--- src/rtl/assert_macros.svh ---
// Assertion macros for the checked RTL (pai_ctrl.sv includes them).
`ifndef ASSERT_MACROS_SVH
`define ASSERT_MACROS_SVH

// Clocked property with asynchronous active-low reset disable.
`define PAI_ASSERT_PROP(lbl, clk, rst_n, prop, msg) \
    lbl: assert property (@(posedge clk) disable iff (!rst_n) prop) else $error(msg);

// Plain condition that must hold on every clock edge out of reset.
`define PAI_ASSERT_ALWAYS(lbl, clk, rst_n, expr, msg) \
    `PAI_ASSERT_PROP(lbl, clk, rst_n, (expr), msg)

`endif

--- src/rtl/pai_pkg.sv ---
// Package for the packed array insert/delete block: codes, widths and shared types.
package pai_pkg;

    localparam int DEPTH_DEFAULT = 16;
    localparam int WORD_W        = 32;
    localparam int CMD_W         = 3;
    localparam int STATUS_W      = 2;

    localparam logic [CMD_W-1:0] CMD_APPEND   = 3'd0;
    localparam logic [CMD_W-1:0] CMD_INSERT   = 3'd1;
    localparam logic [CMD_W-1:0] CMD_DEL_POS  = 3'd2;
    localparam logic [CMD_W-1:0] CMD_DEL_ONE  = 3'd3;
    localparam logic [CMD_W-1:0] CMD_DEL_ALL  = 3'd4;
    localparam logic [CMD_W-1:0] CMD_READ     = 3'd5;

    localparam logic [STATUS_W-1:0] ST_OK       = 2'd0;
    localparam logic [STATUS_W-1:0] ST_FULL     = 2'd1;
    localparam logic [STATUS_W-1:0] ST_RANGE    = 2'd2;
    localparam logic [STATUS_W-1:0] ST_NOTFOUND = 2'd3;

    typedef struct packed {
        logic wr_en;
        logic rd_en;
    } mem_ctl_t;

endpackage

--- src/rtl/pai_mem.sv ---
// Word store: synchronous RAM, one write and one registered read per cycle.
module pai_mem #(
    parameter int DEPTH = pai_pkg::DEPTH_DEFAULT,
    parameter int AW    = $clog2(DEPTH)
) (
    input  logic                              clk,
    input  pai_pkg::mem_ctl_t                 ctl,
    input  logic [AW-1:0]                     waddr,
    input  logic signed [pai_pkg::WORD_W-1:0] wdata,
    input  logic [AW-1:0]                     raddr,
    output logic signed [pai_pkg::WORD_W-1:0] rdata
);

    logic signed [pai_pkg::WORD_W-1:0] mem [DEPTH];

    always_ff @(posedge clk)
    begin
        if (ctl.wr_en)
        begin
            mem[waddr] <= wdata;
        end
        if (ctl.rd_en)
        begin
            rdata <= mem[raddr];
        end
    end

endmodule

--- src/rtl/pai_ctrl.sv ---
// Command sequencer: range checks, shift and compaction walks and single-word reads over the word store.
`include "assert_macros.svh"

module pai_ctrl #(
    parameter int DEPTH = pai_pkg::DEPTH_DEFAULT,
    parameter int AW    = $clog2(DEPTH),
    parameter int CW    = $clog2(DEPTH + 1)
) (
    input  logic                                clk,
    input  logic                                rst_n,
    input  logic                                start,
    output logic                                busy,
    input  logic [pai_pkg::CMD_W-1:0]           cmd,
    input  logic [CW-1:0]                       position,
    input  logic signed [pai_pkg::WORD_W-1:0]   value,
    output logic                                done,
    output logic [pai_pkg::STATUS_W-1:0]        status,
    output logic [CW-1:0]                       live_count,
    output logic [CW-1:0]                       removed_count,
    output logic signed [pai_pkg::WORD_W-1:0]   read_data,
    output pai_pkg::mem_ctl_t                   mem_ctl,
    output logic [AW-1:0]                       mem_waddr,
    output logic signed [pai_pkg::WORD_W-1:0]   mem_wdata,
    output logic [AW-1:0]                       mem_raddr,
    input  logic signed [pai_pkg::WORD_W-1:0]   mem_rdata
);

    localparam logic S_IDLE = 1'b0;
    localparam logic S_RUN  = 1'b1;

    localparam logic [CW-1:0] ONE  = CW'(1);
    localparam logic [CW-1:0] FULL = CW'(DEPTH);

    logic                              state_reg,   state_next;
    logic [pai_pkg::CMD_W-1:0]         cmd_reg,     cmd_next;
    logic [CW-1:0]                     pos_reg,     pos_next;
    logic signed [pai_pkg::WORD_W-1:0] val_reg,     val_next;
    logic [CW-1:0]                     count_reg,   count_next;
    logic [CW-1:0]                     rd_idx_reg,  rd_idx_next;
    logic [CW-1:0]                     rd_last_reg, rd_last_next;
    logic                              rd_live_reg, rd_live_next;
    logic                              pend_reg,    pend_next;
    logic [CW-1:0]                     src_reg,     src_next;
    logic [CW-1:0]                     keep_reg,    keep_next;
    logic                              found_reg,   found_next;
    logic [CW-1:0]                     rem_reg,     rem_next;
    logic signed [pai_pkg::WORD_W-1:0] cap_reg,     cap_next;

    logic                                done_reg,     done_next;
    logic [pai_pkg::STATUS_W-1:0]        res_st_reg,   res_st_next;
    logic [CW-1:0]                       res_live_reg, res_live_next;
    logic [CW-1:0]                       res_rem_reg,  res_rem_next;
    logic signed [pai_pkg::WORD_W-1:0]   res_data_reg, res_data_next;

    logic          full;
    logic [CW-1:0] eff_pos;
    logic [CW-1:0] src_up;
    logic [CW-1:0] src_dn;
    logic          hit;

    assign full    = (count_reg == FULL);
    assign eff_pos = (cmd == pai_pkg::CMD_APPEND) ? count_reg : position;
    assign src_up  = src_reg + ONE;
    assign src_dn  = src_reg - ONE;
    assign hit     = (mem_rdata == val_reg)
                     && ((cmd_reg == pai_pkg::CMD_DEL_ALL) || !found_reg);

    assign busy          = (state_reg == S_RUN);
    assign done          = done_reg;
    assign status        = res_st_reg;
    assign live_count    = res_live_reg;
    assign removed_count = res_rem_reg;
    assign read_data     = res_data_reg;

    always_comb
    begin
        state_next    = state_reg;
        cmd_next      = cmd_reg;
        pos_next      = pos_reg;
        val_next      = val_reg;
        count_next    = count_reg;
        rd_idx_next   = rd_idx_reg;
        rd_last_next  = rd_last_reg;
        rd_live_next  = rd_live_reg;
        pend_next     = 1'b0;
        src_next      = src_reg;
        keep_next     = keep_reg;
        found_next    = found_reg;
        rem_next      = rem_reg;
        cap_next      = cap_reg;
        done_next     = 1'b0;
        res_st_next   = res_st_reg;
        res_live_next = res_live_reg;
        res_rem_next  = res_rem_reg;
        res_data_next = res_data_reg;
        mem_ctl       = '0;
        mem_waddr     = '0;
        mem_wdata     = val_reg;
        mem_raddr     = rd_idx_reg[AW-1:0];

        unique case (state_reg)
            S_IDLE:
            begin
                if (start)
                begin
                    // default: immediate result, store untouched
                    done_next     = 1'b1;
                    res_st_next   = pai_pkg::ST_OK;
                    res_live_next = count_reg;
                    res_rem_next  = '0;
                    res_data_next = '0;
                    pos_next      = eff_pos;
                    val_next      = value;
                    keep_next     = '0;
                    found_next    = 1'b0;
                    rem_next      = '0;
                    cap_next      = '0;
                    unique case (cmd)
                        pai_pkg::CMD_APPEND, pai_pkg::CMD_INSERT:
                        begin
                            if (full)
                            begin
                                res_st_next = pai_pkg::ST_FULL;
                            end
                            else if (eff_pos > count_reg)
                            begin
                                res_st_next = pai_pkg::ST_RANGE;
                            end
                            else
                            begin
                                done_next    = 1'b0;
                                state_next   = S_RUN;
                                cmd_next     = pai_pkg::CMD_INSERT;
                                rd_live_next = (eff_pos < count_reg);
                                rd_idx_next  = count_reg - ONE;
                                rd_last_next = eff_pos;
                            end
                        end
                        pai_pkg::CMD_DEL_POS:
                        begin
                            if (position >= count_reg)
                            begin
                                res_st_next = pai_pkg::ST_RANGE;
                            end
                            else
                            begin
                                done_next    = 1'b0;
                                state_next   = S_RUN;
                                cmd_next     = cmd;
                                rd_live_next = (position < count_reg - ONE);
                                rd_idx_next  = position + ONE;
                                rd_last_next = count_reg - ONE;
                            end
                        end
                        pai_pkg::CMD_DEL_ONE, pai_pkg::CMD_DEL_ALL:
                        begin
                            done_next    = 1'b0;
                            state_next   = S_RUN;
                            cmd_next     = cmd;
                            rd_live_next = (count_reg != '0);
                            rd_idx_next  = '0;
                            rd_last_next = count_reg - ONE;
                        end
                        pai_pkg::CMD_READ:
                        begin
                            if (position >= count_reg)
                            begin
                                res_st_next = pai_pkg::ST_RANGE;
                            end
                            else
                            begin
                                done_next    = 1'b0;
                                state_next   = S_RUN;
                                cmd_next     = cmd;
                                rd_live_next = 1'b1;
                                rd_idx_next  = position;
                                rd_last_next = position;
                            end
                        end
                        default:
                        begin
                            res_st_next = pai_pkg::ST_OK;
                        end
                    endcase
                end
            end
            S_RUN:
            begin
                if (rd_live_reg)
                begin
                    mem_ctl.rd_en = 1'b1;
                    pend_next     = 1'b1;
                    src_next      = rd_idx_reg;
                    if (rd_idx_reg == rd_last_reg)
                    begin
                        rd_live_next = 1'b0;
                    end
                    else if (cmd_reg == pai_pkg::CMD_INSERT)
                    begin
                        rd_idx_next = rd_idx_reg - ONE;
                    end
                    else
                    begin
                        rd_idx_next = rd_idx_reg + ONE;
                    end
                end

                if (pend_reg)
                begin
                    mem_wdata = mem_rdata;
                    unique case (cmd_reg)
                        pai_pkg::CMD_INSERT:
                        begin
                            mem_ctl.wr_en = 1'b1;
                            mem_waddr     = src_up[AW-1:0];
                        end
                        pai_pkg::CMD_DEL_POS:
                        begin
                            mem_ctl.wr_en = 1'b1;
                            mem_waddr     = src_dn[AW-1:0];
                        end
                        pai_pkg::CMD_DEL_ONE, pai_pkg::CMD_DEL_ALL:
                        begin
                            if (hit)
                            begin
                                found_next = 1'b1;
                                rem_next   = rem_reg + ONE;
                            end
                            else
                            begin
                                mem_ctl.wr_en = 1'b1;
                                mem_waddr     = keep_reg[AW-1:0];
                                keep_next     = keep_reg + ONE;
                            end
                        end
                        default:
                        begin
                            cap_next = mem_rdata;
                        end
                    endcase
                end

                if (!rd_live_reg && !pend_reg)
                begin
                    state_next    = S_IDLE;
                    done_next     = 1'b1;
                    res_st_next   = pai_pkg::ST_OK;
                    res_live_next = count_reg;
                    res_rem_next  = '0;
                    res_data_next = '0;
                    unique case (cmd_reg)
                        pai_pkg::CMD_INSERT:
                        begin
                            mem_ctl.wr_en = 1'b1;
                            mem_waddr     = pos_reg[AW-1:0];
                            mem_wdata     = val_reg;
                            count_next    = count_reg + ONE;
                            res_live_next = count_reg + ONE;
                        end
                        pai_pkg::CMD_DEL_POS:
                        begin
                            count_next    = count_reg - ONE;
                            res_live_next = count_reg - ONE;
                            res_rem_next  = ONE;
                        end
                        pai_pkg::CMD_DEL_ONE, pai_pkg::CMD_DEL_ALL:
                        begin
                            count_next    = keep_reg;
                            res_live_next = keep_reg;
                            res_rem_next  = rem_reg;
                            if (rem_reg == '0)
                            begin
                                res_st_next = pai_pkg::ST_NOTFOUND;
                            end
                        end
                        default:
                        begin
                            res_data_next = cap_reg;
                        end
                    endcase
                end
            end
            default:
            begin
                state_next = S_IDLE;
            end
        endcase
    end

    always_ff @(posedge clk or negedge rst_n)
    begin
        if (!rst_n)
        begin
            state_reg   <= S_IDLE;
            count_reg   <= '0;
            rd_live_reg <= 1'b0;
            pend_reg    <= 1'b0;
            done_reg    <= 1'b0;
        end
        else
        begin
            state_reg   <= state_next;
            count_reg   <= count_next;
            rd_live_reg <= rd_live_next;
            pend_reg    <= pend_next;
            done_reg    <= done_next;
        end
    end

    always_ff @(posedge clk)
    begin
        cmd_reg      <= cmd_next;
        pos_reg      <= pos_next;
        val_reg      <= val_next;
        rd_idx_reg   <= rd_idx_next;
        rd_last_reg  <= rd_last_next;
        src_reg      <= src_next;
        keep_reg     <= keep_next;
        found_reg    <= found_next;
        rem_reg      <= rem_next;
        cap_reg      <= cap_next;
        res_st_reg   <= res_st_next;
        res_live_reg <= res_live_next;
        res_rem_reg  <= res_rem_next;
        res_data_reg <= res_data_next;
    end

    `PAI_ASSERT_ALWAYS(a_no_rw_clash, clk, rst_n,
        !(mem_ctl.wr_en && mem_ctl.rd_en && (mem_waddr == mem_raddr)),
        "read and write hit the same entry")
    `PAI_ASSERT_ALWAYS(a_count_bound, clk, rst_n, count_reg <= FULL, "live count above depth")
    `PAI_ASSERT_PROP(a_pend_follows_read, clk, rst_n, pend_reg |-> $past(mem_ctl.rd_en),
        "pending word without a read")
    `PAI_ASSERT_PROP(a_idle_no_access, clk, rst_n,
        (state_reg == S_IDLE) |-> !mem_ctl.rd_en && !pend_reg,
        "store read while idle")

endmodule

--- src/rtl/packed_array_insert_delete_top.sv ---
// Top level of the packed array insert/delete block: sequencer plus word store.
//
//  channel   direction  handshake                   fields
//  command   in         start & !busy               cmd, position, value
//  result    out        done (one-cycle strobe)     status, live_count, removed_count,
//                                                   read_data
//
// A command that fails its checks, or an unused code, strobes in the cycle after accept.
// Others walk the store one word per cycle through its single read port, writing each
// word back shifted or compacted, then strobe done; insert and append finish by writing
// the new value. No word is read for an insert at the end, an append, a delete of the
// last word, or a value delete on an empty store. A read captures the addressed word.
// rst_n clears the live count and control; the store has no reset and no clearing pass.
// busy is high while a walk runs; results cannot be held off.
module packed_array_insert_delete_top #(
    parameter int DEPTH = pai_pkg::DEPTH_DEFAULT,
    parameter int AW    = $clog2(DEPTH),
    parameter int CW    = $clog2(DEPTH + 1)
) (
    input  logic                                clk,
    input  logic                                rst_n,
    input  logic                                start,
    output logic                                busy,
    input  logic [pai_pkg::CMD_W-1:0]           cmd,
    input  logic [CW-1:0]                       position,
    input  logic signed [pai_pkg::WORD_W-1:0]   value,
    output logic                                done,
    output logic [pai_pkg::STATUS_W-1:0]        status,
    output logic [CW-1:0]                       live_count,
    output logic [CW-1:0]                       removed_count,
    output logic signed [pai_pkg::WORD_W-1:0]   read_data
);

    pai_pkg::mem_ctl_t                 mem_ctl;
    logic [AW-1:0]                     mem_waddr;
    logic [AW-1:0]                     mem_raddr;
    logic signed [pai_pkg::WORD_W-1:0] mem_wdata;
    logic signed [pai_pkg::WORD_W-1:0] mem_rdata;

    pai_ctrl #(
        .DEPTH (DEPTH),
        .AW    (AW),
        .CW    (CW)
    ) u_ctrl (
        .clk           (clk),
        .rst_n         (rst_n),
        .start         (start),
        .busy          (busy),
        .cmd           (cmd),
        .position      (position),
        .value         (value),
        .done          (done),
        .status        (status),
        .live_count    (live_count),
        .removed_count (removed_count),
        .read_data     (read_data),
        .mem_ctl       (mem_ctl),
        .mem_waddr     (mem_waddr),
        .mem_wdata     (mem_wdata),
        .mem_raddr     (mem_raddr),
        .mem_rdata     (mem_rdata)
    );

    pai_mem #(
        .DEPTH (DEPTH),
        .AW    (AW)
    ) u_mem (
        .clk   (clk),
        .ctl   (mem_ctl),
        .waddr (mem_waddr),
        .wdata (mem_wdata),
        .raddr (mem_raddr),
        .rdata (mem_rdata)
    );

endmodule
--- config.mk ---
export PLATFORM = sky130hd
export DESIGN_NAME = packed_array_insert_delete_top
export DESIGN_NICKNAME = d
export VERILOG_FILES = /design/src/rtl/pai_pkg.sv /design/src/rtl/pai_mem.sv /design/src/rtl/pai_ctrl.sv /design/src/rtl/packed_array_insert_delete_top.sv
export VERILOG_INCLUDE_DIRS = /design/src /design/src/rtl
export SDC_FILE = /design/constraint.sdc
export NUM_CORES = 1
export LEC_CHECK = 0
export BUFFER_PORTS_ARGS = -buffer_cell sky130_fd_sc_hd__clkbuf_2
export CORE_UTILIZATION = 29
export DETAILED_ROUTE_END_ITERATION = 10
export SLEW_MARGIN = 5
export SYNTH_ARGS = -nofsm -noshare
export SYNTH_HDL_FRONTEND = slang
export SYNTH_HIERARCHICAL = 1
export SYNTH_SLANG_ARGS = --single-unit
--- constraint.sdc ---
create_clock -name clk -period 8.6 [get_ports clk]
set_clock_uncertainty 0.2 [all_clocks]
set_input_delay 0 -clock clk [delete_from_list [all_inputs] [get_ports clk]]
set_output_delay 0 -clock clk [all_outputs]
set_load 0.02 [all_outputs]
# == Yosys cells after proc, flatten, opt, wreduce, memory -nomap -nowiden ==
# Memories as Yosys holds them, arrays and structs flattened. A register that Yosys moved wholly into a read port is not among the register bits.
# Index checks and enable logic that the tools add are counted.
# W data, S select, Z words.
# op_classes
n_eq_ne,31
order_cmp,4
addsub,9
n_bitwise,1
n_reduce_logical,28
muxes,99
# op_table
cell,count
$mux W32,9
$pmux W32 S2,2
$mux W5,22
$pmux W5 S2,6
$pmux W5 S4,2
$eq A32 B32 Y1,1
$mux W1,29
$ne A2 B2 Y1 const B,14
$add A5 B1 Y5 const B,5
$mux W4,5
$mux W2,8
$pmux W5 S3,1
$eq A3 B2 Y1 const B,4
$ne A3 B3 Y1 const B,4
$pmux W4 S3,1
$reduce_and A6 Y1,2
$lt A5 B5 Y1,2
$pmux W1 S2,5
$reduce_or A2 Y1,5
$sub A5 B1 Y5 const B,2
$eq A3 B3 Y1 const B,3
$mux W3,3
$pmux W3 S3,1
$pmux W2 S2,2
25 further kinds,34
# word_totals
ff_bits,149
output_inout_bits,46
memories,1
mem_bits_rw,512
# mem_list
memory,words,width,rd,rd_ports_with_merged_regs,write_ports,line_no,text
u_mem.mem,16,32,1,1,1,pai_mem.sv:14,logic signed [pai_pkg::WORD_W-1:0] mem [DEPTH];

# == Depth between registers and ports, before layout ==
# logic_depth
ltp_word,11
ltp_mapped,12
depth_no_buf,11

# == Modules after synthesis ==
# Netlist, hierarchy kept.
# modules_own_cells
module,cells_per_inst,n_inst,seq_area_each_um2,area_each_um2
pai_mem,838,1,16335.7,20155.6
pai_ctrl,634,1,4429.2,7843.8

# == Worst setup path after synthesis ==
# OpenSTA, ideal clock, no wires.
# synth_path
kind,reg-to-reg
from,register u_ctrl/cmd_reg[2] (netlist bit)
to,"memory u_mem/mem[0][0] (netlist bit), enable pin"
n_path_buf,2
path_stages_with_launch,13
path_slack_ps,3211
arrival_ps,4728
path_cell_list,edfxtp_1 buf_2 buf_1 nor2_1 ha_1 a21o_1 a21oi_1 xnor2_1 mux2i_1 a22oi_1 o2bb2ai_1 or3b_2 nor3_1
# synth_via
elab_cells_between_ends,22
classes_between,eq/ne (4); mux (14); reduce/logical (4)
# synth_lines
element,line_no,text
start: declaration,pai_ctrl.sv:35,"logic [pai_pkg::CMD_W-1:0] cmd_reg, cmd_next;"
start signal: assignment,pai_ctrl.sv:312,cmd_reg <= cmd_next;
$eq A3 B3 Y1,"pai_ctrl.sv:66, pai_ctrl.sv:211",
$logic_or A1 B1 Y1,pai_ctrl.sv:66,&& ((cmd_reg == pai_pkg::CMD_DEL_ALL) || !found_reg);
$logic_and A1 B1 Y1,pai_ctrl.sv:66,
$mux W4,pai_ctrl.sv:224,if (hit)
$pmux W4 S3,pai_ctrl.sv:211,unique case (cmd_reg)
$mux W4,pai_ctrl.sv:208,if (pend_reg)
$mux W4,pai_ctrl.sv:251,unique case (cmd_reg)
$mux W4 (*),pai_ctrl.sv:243,if (!rd_live_reg && !pend_reg)
$mux W4 (*),pai_ctrl.sv:101,unique case (state_reg)
via mem_waddr[3],packed_array_insert_delete_top.sv:35,logic [AW-1:0] mem_waddr;
end: declaration,pai_mem.sv:14,
# The timed path passes the listed nets; every way through them passes the cells marked *.

# == Final worst setup path ==
# layout_path
from,register u_ctrl/cmd_reg[0] (netlist bit)
to,"memory u_mem/mem[11][4] (netlist bit), enable pin"
# The elaborated chain is that of the path after synthesis.

==> metrics <==
GRT Util Overall=0.136; Avg Inst Size Synth=19.0 µm²; global-route wire length before repair=98400 µm; met2 Track Usage GR=0.211; Power Dens Cells=321 nW/µm²; post_cts resized=0; Post-Synthesis Cells=1472; min cycle time layout=4810 ps; Synth Flop Type=edfxtp_1; Yosys top cell by area=edfxtp_1; Crit Path Class=register to register; Final setup viols=0; status=completed; Setup Buffers After CTS=0; Clk Latency, worst-skew pair=620 ps; CTS H-tree depth=3; hold_buf cts=80; grt met3 use=0.0273; crit end category=register; sequential fraction of the synthesis area=0.742; final worst slack=3790 ps; TritonCTS Buffers=71; Rows=113; unrepaired setup endpoints after global routing=no; Fin. Hold Viols=0; vias in the first global route=14700; Netlist cell types=65; synthesized net count=1547; share of flip-flops with an asynchronous set or reset=0.0130; Largest register FFs=512; Max Root-Sink Buffers=3; # IOs=89; Area Overhead vs Synth=19.1%; Fin Setup TNS=0 ps; total congestion overflow=0; Setup crit start kind=register; Clk pin slew, worst setup/hold paths=60 ps; CTS tree=built; most frequent cells in the layout=edfxtp_1, mux4_2, clkbuf_2; CTS Sinks=693; Ys Warns=6; Final Util=0.350; Max Cap Violations=0; synth top area cells=edfxtp_1, mux4_2, a22oi_1; global-route met1 utilization=0.196; P_leak=10.9 nW; Worst Path Arrival=4830 ps; WL per Instance=22.5 µm; Most flops, register=u_mem/mem; DP HPWL=39300 µm; vias per inst=4.89; area of the multi-input gates=6940 µm²; largest net degree at the start of global routing=133; CP required=8610 ps; worst slack, placed=3880 ps; final antenna-violating net count=0; core footprint=95300 µm²; register area=20800 µm²; fmax=0.208 GHz; layout cells sized above 1=0.250; Initial Utilization=0.294; antenna violations before repair=5; Vias=14600; top cell type's share of synthesized area=0.734; CP Max Fanout=32; Slew @ Worst Pin=1230 ps; die height=313 µm; Placed Cells=2776; CTS root buf=clkbuf_16; Placer Congestion=0.828; Slew HR=0.181; fin nets=1739; Final Max Slew Viols=0; FILL cells=8943; residual DRC count=0; worst hold path class=input pin to asynchronous set/reset pin; most common cell after layout, fill and taps aside=edfxtp_1; EDFF count, synth=684; 1st-iter DRT viols=1499; Post-Route WL=67100 µm; Die W=313 µm; Pre-antenna DRT Iters=5; hold_ws=258 ps; busiest grt layer=met2; part of the cycle the worst path needs=0.560; worst vdd ir=0.220 mV; post-route insts no fill=2980; Netlist Area Pre-Place=28000 µm²; die area=97800 µm²; number of buffers added on ports=88; Yosys reg bits=693
-- through the flow --
stage	total power (W)	instance area, µm²
final	0.0107	33400
after global routing	0.0112	33300
after CTS	0.0108	33300
after detailed placement	0.00746	30000
after global placement	0.00741	30000
after floorplan	0.00649	28000
-- critical path, stage by stage (launching register included) --
cell and delay (ps):
edfxtp_1 620, nand2b_1 300, nor2_1 340, ha_1 320, a21o_1 190, a21oi_1 170
xnor2_1 160, mux2i_1 210, a22oi_1 90, o2bb2ai_1 370, nand3b_1 390, nor2_4 1050
-- path summary, 6_finish.rpt --
check / startpoint / cells after the start / slack (ps) / end
setup / recovery: u_ctrl/cmd_reg[0] / 11 / 3790 / u_mem/mem[11][4]
min in group clk: start / 5 / 280 / u_ctrl/busy
hold / removal: rst_n / 3 / 260 / u_ctrl/count_reg[4]
setup reg to reg: u_ctrl/cmd_reg[0] / 11 / 3790 / u_mem/mem[11][4]
hold reg to reg: u_ctrl/cap_reg[27] / 1 / 320 / u_ctrl/read_data[27]
max in group asynchronous: rst_n / 3 / 7570 / u_ctrl/busy
-- kinds of logic after synthesis --
family | synth area share
AO/OA/AOI/OAI | 0.0441
XOR/XNOR | 0.0175
adder cells (fa/ha/maj) | 0.0148
buffers and inverters | 0.0160
flip-flops | 0.742
multiplexers | 0.119
AND/OR/NAND/NOR | 0.0466
-- metal layers --
layer | part of all wire | routed length, µm | up-vias
met5 | 0.00042 | 28 | -
met2 | 0.46 | 31100 | 545
met1 | 0.45 | 30500 | 7621
met3 | 0.066 | 4410 | 97
li1 | - | - | 6309
met4 | 0.017 | 1130 | 4
-- report_power, final --
group | leakage [nW] | internal (W) | switching (W)
Combinational | 3.33 | 0.00105 | 0.00174
Sequential | 6.38 | 0.00438 | 0.000235
Clock | 1.22 | 0.00201 | 0.00129
-- Yosys cell counts, types with 5 or more instances --
library cell / count
buf_4: 16
nand3_1: 14
o211ai_1: 7
edfxtp_1: 684
nor2_1: 38
mux4_2: 128
dfrtp_1: 9
a21oi_1: 29
nor3_1: 10
nor2b_1: 9
inv_1: 21
nand2b_1: 6
nand4_1: 9
buf_2: 13
buf_1: 13
a22oi_1: 67
and3_1: 5
mux2_2: 38
ha_1: 30
xor2_1: 8
nand2_1: 69
clkbuf_1: 32
xnor2_1: 46
o21ai_0: 24
a21o_1: 11
and2_1: 69
-- layout make-up --
class | instances | share of cell area
flip-flops and latches | 693 | 0.623
multi-input cells | 681 | 0.208
clock buffers | 83 | 0.0568
well taps | 1265 | 0.0475
repair buffers | 193 | 0.0436
clock inverters | 40 | 0.0183
inverters | 24 | 0.00285
diodes | 1 | 0.0000750
Power figures use the tool's default switching activity.
